===== src/hw/rtl/sea_pkg.sv =====
// Shared widths, types and register indexes for the strided element address generator.
package sea_pkg;

  localparam int ORD_W = 48;
  localparam int EXT_W = 16;
  localparam int ADDR_W = 32;
  localparam int NUM_DIMS = 3;
  localparam int DIM_W = 2;
  localparam int CFG_IDX_W = 3;
  localparam int CFG_DATA_W = 32;

  typedef logic [NUM_DIMS-1:0][EXT_W-1:0] crd_t;
  typedef logic [NUM_DIMS-1:0][ADDR_W-1:0] prod_t;

  typedef enum logic [CFG_IDX_W-1:0] {
    REG_DIMS    = 3'd0,
    REG_EXT0    = 3'd1,
    REG_EXT1    = 3'd2,
    REG_EXT2    = 3'd3,
    REG_STRIDE0 = 3'd4,
    REG_STRIDE1 = 3'd5,
    REG_STRIDE2 = 3'd6,
    REG_BASE    = 3'd7
  } cfg_reg_t;

endpackage


===== src/hw/rtl/sea_mac.sv =====
// Coordinate times stride products and the final address sum, with the output register.
module sea_mac
  import sea_pkg::*;
(
  input  logic                           clk,
  input  logic                           rst,
  input  logic                           en,
  input  logic                           in_valid,
  input  crd_t                           in_crd,
  input  logic [NUM_DIMS-1:0][ADDR_W-1:0] stride,
  input  logic [ADDR_W-1:0]              base,
  output logic                           out_valid,
  output logic [ADDR_W-1:0]              out_addr,
  output crd_t                           out_crd
);

  logic  prod_valid;
  prod_t prod;
  crd_t  prod_crd;
  prod_t prod_next;

  always_comb begin
    for (int i = 0; i < NUM_DIMS; i++) begin
      prod_next[i] = ADDR_W'({{ADDR_W{1'b0}}, in_crd[i]} * {{EXT_W{1'b0}}, stride[i]});
    end
  end

  always_ff @(posedge clk) begin
    if (rst) begin
      prod_valid <= 1'b0;
      out_valid  <= 1'b0;
    end else if (en) begin
      prod_valid <= in_valid;
      out_valid  <= prod_valid;
    end
    if (en) begin
      prod     <= prod_next;
      prod_crd <= in_crd;
      out_addr <= base + prod[0] + prod[1] + prod[2];
      out_crd  <= prod_crd;
    end
  end

endmodule


===== config.mk =====
export PLATFORM = sky130hd
export DESIGN_NAME = sea_mac
export DESIGN_NICKNAME = d
export VERILOG_FILES = /design/src/hw/rtl/sea_pkg.sv /design/src/hw/rtl/sea_mac.sv
export SDC_FILE = /design/constraint.sdc
export NUM_CORES = 2
export LEC_CHECK = 0
export ABC_AREA = 0
export BUFFER_PORTS_ARGS = -buffer_cell sky130_fd_sc_hd__buf_2
export CAP_MARGIN = 20
export CORE_UTILIZATION = 28
export DETAILED_ROUTE_END_ITERATION = 6
export PLACE_DENSITY_LB_ADDON = 0.12
export SYNTH_ARGS = -nofsm -noshare
export SYNTH_HDL_FRONTEND = slang
export SYNTH_SLANG_ARGS = --single-unit

===== constraint.sdc =====
create_clock -name clk -period 8.6 [get_ports clk]
set_input_delay 1.72 -clock clk [delete_from_list [all_inputs] [get_ports clk]]
set_output_delay 1.72 -clock clk [all_outputs]
set_load 0.01 [all_outputs]

; ---- Word-level counts from Yosys, hierarchy flattened
; Index checks and enable logic that the tools add are counted.
[word_totals]
output_inout_bits = 81
reg_bits = 226
inputBits = 180
word_cells = 18
[classes]
n_mul = 3
add_sub_neg = 3
[op_table]
columns = cell, n
row1 = 32-bit adder, 3
row2 = 16-bit by 32-bit multiplier with 32-bit output, 3

; ---- Logic depth before layout (Yosys ltp)
[logic_depth]
depth_word = 3
ltp_mapped = 24
mapped_depth_nobuf = 22

; ---- Worst setup path after synthesis
; OpenSTA, ideal clock, no wires.
[synth_path]
kind = input-to-reg
from = input in_crd[18] (netlist bit)
to = register prod[63] (netlist bit) (data pin)
path_slack_ps = 1131
arrival_ps = 7205
t_required_ps = 8336
setup_ps = 264
stages = 24
path_buffers = 3
path_cell_list = clkbuf_1 > clkbuf_1 > nand2_1 > fa_1 > inv_1 > fa_1 > inv_1 > fa_1 > inv_1 > fa_1 > fa_1 > inv_1 > fa_1 > inv_1 > ha_1 > clkbuf_1 > a2111oi_0 > o21ai_0 > o21ai_0 > nand2_1 > o221ai_1 > o21ai_0 > o31ai_1 > xnor2_1
[synth_rtl]
columns = element, line_no
row1 = start: declaration, sea_mac.sv:9  ; input crd_t in_crd,
row2 = end signal: assignment, sea_mac.sv:37  ; prod <= prod_next;
row3 = end: declaration, sea_mac.sv:18  ; prod_t prod;

==> impl_metrics.tcl <==
set metrics [dict create \
    run_status "complete, no violations" \
    drt_first_pass_iters 5 \
    finish.utilization 0.313 \
    worstSetupStartpointType "input pin" \
    detail_route.wirelength_um 133000 \
    ys_ff_latch 226 \
    drive_above_1_share 0.0807 \
    die_h_um 397 \
    clock-root-buffer "sky130_fd_sc_hd__clkbuf_16" \
    post-cts-setup-buffer-count 0 \
    ctsResizeCount 0 \
    floorplan.die_area_um2 158000 \
    finalHoldViolCount 0 \
    synth.lib_cells_used.distinct 72 \
    worst_ep_arrival_time_ns 7.93 \
    postSynth.asyncResetShare 0 \
    finalCriticalPeriod_ns 7.62 \
    worst_hold_path_type "reg2reg" \
    ant_nets 0 \
    top_level_ports 261 \
    grt_use_met1 0.248 \
    synth_common_cells "sky130_fd_sc_hd__inv_1 (1,010), sky130_fd_sc_hd__fa_1 (974), sky130_fd_sc_hd__nand2_1 (795)" \
    syn_std_cell_area_um2 43800 \
    finalMaxSlewViolations 0 \
    avgViaCountPerCell 4.49 \
    max-slew-margin-rel 0.386 \
    floorplan.die.width_um 397 \
    fp-row-count 144 \
    fin_worst_skew_ns 0.0341 \
    area_delta_synth_final_pct 10.7 \
    worst_slew_pin_slew_ns 0.921 \
    initial_utilization 0.283 \
    clock-sinks 226 \
    layoutNonFillerInstCount 6714 \
    avgSynthCellArea_um2 9.74 \
    drc_errors 0 \
    wl_per_cell_um 19.8 \
    antenna_found_initial 7 \
    grt_max_degree 106 \
    synth_area_leader_cell "sky130_fd_sc_hd__fa_1" \
    period_share 0.886 \
    hold_ws_ns 0.406 \
    tritoncts "done" \
    timing.critical_path.fanout_max 31 \
    synthesis.nets 5875 \
    grt_first_pass_wirelength_um 208000 \
    place_inst 6652 \
    max-cap-violations 0 \
    gp_congestion 0.781 \
    yosysMostFrequentCell "sky130_fd_sc_hd__inv_1" \
    global_route.peak_usage_layer "met2" \
    synth.top_cells.by_area "sky130_fd_sc_hd__fa_1 (45%), sky130_fd_sc_hd__edfxtp_1 (15%), sky130_fd_sc_hd__inv_1 (8.7%), sky130_fd_sc_hd__nand2_1 (6.8%), sky130_fd_sc_hd__ha_1 (6.5%)" \
    cell_count_after_synthesis 4495 \
    critPathKind "in2reg" \
    clock_insertion_delay_worst_skew_ns 0.61 \
    synth_enable_flop_cells 224 \
    number_of_global_route_vias_before_repair 33300 \
    number_of_buffers_created_by_cts 35 \
    finalSetupViolCount 0 \
    dr_total_vias 30100 \
    critical_path_required_ns 8.91 \
    grt_setup_unrepaired "no" \
    diodes 0 \
    seq_area_frac_synth 0.155 \
    core_region_area_um2 155000 \
    cts_htree_levels 2 \
    use_met2 0.288 \
    ys_warn_count 0 \
    fin_nets 6025 \
    grt-ovfl-total 0 \
    netlist.area_leader.share 0.445 \
    grt_use_met3 0.0170 \
    gr_util_all_layers 0.174 \
    place.detailed.hpwl_um 106000 \
    crit_path_end_kind "register" \
    drt_iter0_drc 1401 \
    fmax_mhz 131 \
    cts_buffer_depth 3 \
    buffer_ports.inserted 260 \
    synth-main-ff-cell "sky130_fd_sc_hd__edfxtp_1" \
    ctsHoldBuffers 0 \
    clock_pin_slew_on_the_worst_setup_and_hold_paths_ns 0.06 \
    timing.setup.tns_ns 0 \
]
==> cell usage in the layout, fill, tap and decap left out, types with 9 or more instances in the layout <==
cell	Yosys	routed
sky130_fd_sc_hd__a211oi_1	11	11
sky130_fd_sc_hd__a21o_1	23	23
sky130_fd_sc_hd__a21oi_1	88	88
sky130_fd_sc_hd__and2_1	437	437
sky130_fd_sc_hd__buf_2	0	259
sky130_fd_sc_hd__buf_4	0	34
sky130_fd_sc_hd__clkbuf_16	0	35
sky130_fd_sc_hd__edfxtp_1	224	224
sky130_fd_sc_hd__fa_1	974	974
sky130_fd_sc_hd__ha_1	226	226
sky130_fd_sc_hd__inv_1	1010	1010
sky130_fd_sc_hd__nand2_1	795	795
sky130_fd_sc_hd__nand2b_1	9	9
sky130_fd_sc_hd__nand3_1	22	22
sky130_fd_sc_hd__nor2_1	65	65
sky130_fd_sc_hd__nor3_1	18	18
sky130_fd_sc_hd__o21a_1	21	21
sky130_fd_sc_hd__o21ai_0	58	58
sky130_fd_sc_hd__o21bai_1	15	15
sky130_fd_sc_hd__xnor2_1	151	151
sky130_fd_sc_hd__xor2_1	38	38
==> cell families after synthesis <==
logic type / Yosys count / share of synthesized area
and+or+nand+nor: 1398 / 0.151
adders and majority gates: 1200 / 0.510
buffers and inverters: 1192 / 0.102
AOI/OAI and AO/OA: 288 / 0.0444
DFF: 226 / 0.155
xor gates and xnor gates: 189 / 0.0378
muxes: 2 / 0.000457
==> registers in the layout, indices dropped and copies added, names as in the netlist <==
| register | cells |
|---|---|
| prod_valid | 1 |
| out_addr | 32 |
| out_crd | 48 |
| prod_crd | 48 |
| out_valid | 1 |
| prod | 96 |
==> layout make-up <==
type	count	area [µm²]
inverters	1010	3790
clock inverters	26	340
multi-input cells	3077	32500
fillers	16300	106000
repair buffers	295	1590
clock buffers	36	880
flip-flops and latches	226	6770
well taps	2044	2560
==> per-stage QoR <==
| stage | setup slack [ns] | instance area (µm²) |
|---|---|---|
| after floorplan | 1.13 | 43800 |
| after global placement | 0.545 | 47200 |
| after detailed placement | 0.394 | 47200 |
| after CTS | 1.05 | 48500 |
| after global routing | 0.593 | 48500 |
| final | 0.981 | 48500 |
==> path summary, 6_finish.rpt <==
path	slack, ns	end	start	cells past startpoint
max	0.98	prod[63]$_DFFE_PP_	in_crd[18]	22
min	0.41	out_crd[19]$_DFFE_PP_	prod_crd[19]$_DFFE_PP_	0
max reg2reg	3.89	out_addr[27]$_DFFE_PP_	prod[32]$_DFFE_PP_	12
min reg2reg	0.41	out_crd[19]$_DFFE_PP_	prod_crd[19]$_DFFE_PP_	0
==> worst max-delay path, stage by stage <==
cell                        delay, ns
sky130_fd_sc_hd__buf_2           0.64
sky130_fd_sc_hd__nand2_1         0.16
sky130_fd_sc_hd__fa_1            0.54
sky130_fd_sc_hd__inv_1           0.05
sky130_fd_sc_hd__fa_1            0.53
sky130_fd_sc_hd__inv_1           0.05
sky130_fd_sc_hd__fa_1            0.49
sky130_fd_sc_hd__inv_1           0.05
sky130_fd_sc_hd__fa_1            0.51
sky130_fd_sc_hd__fa_1            0.50
sky130_fd_sc_hd__inv_1           0.05
sky130_fd_sc_hd__fa_1            0.47
sky130_fd_sc_hd__inv_1           0.04
sky130_fd_sc_hd__ha_1            0.39
sky130_fd_sc_hd__a2111oi_0       0.36
sky130_fd_sc_hd__o21ai_0         0.13
sky130_fd_sc_hd__o21ai_0         0.18
sky130_fd_sc_hd__nand2_1         0.10
sky130_fd_sc_hd__o221ai_1        0.32
sky130_fd_sc_hd__o21ai_0         0.22
sky130_fd_sc_hd__o31ai_1         0.27
sky130_fd_sc_hd__xnor2_1         0.10
==> layer usage <==
layer	wire length (µm)	vias to the layer above
met5	13	-
met3	4230	116
met2	62800	492
met1	63700	15900
met4	2270	2
li1	-	13600
Power is left out: the tool's default activity adds up to more than one toggle a clock period on the data nets, which glitch-free logic cannot reach.
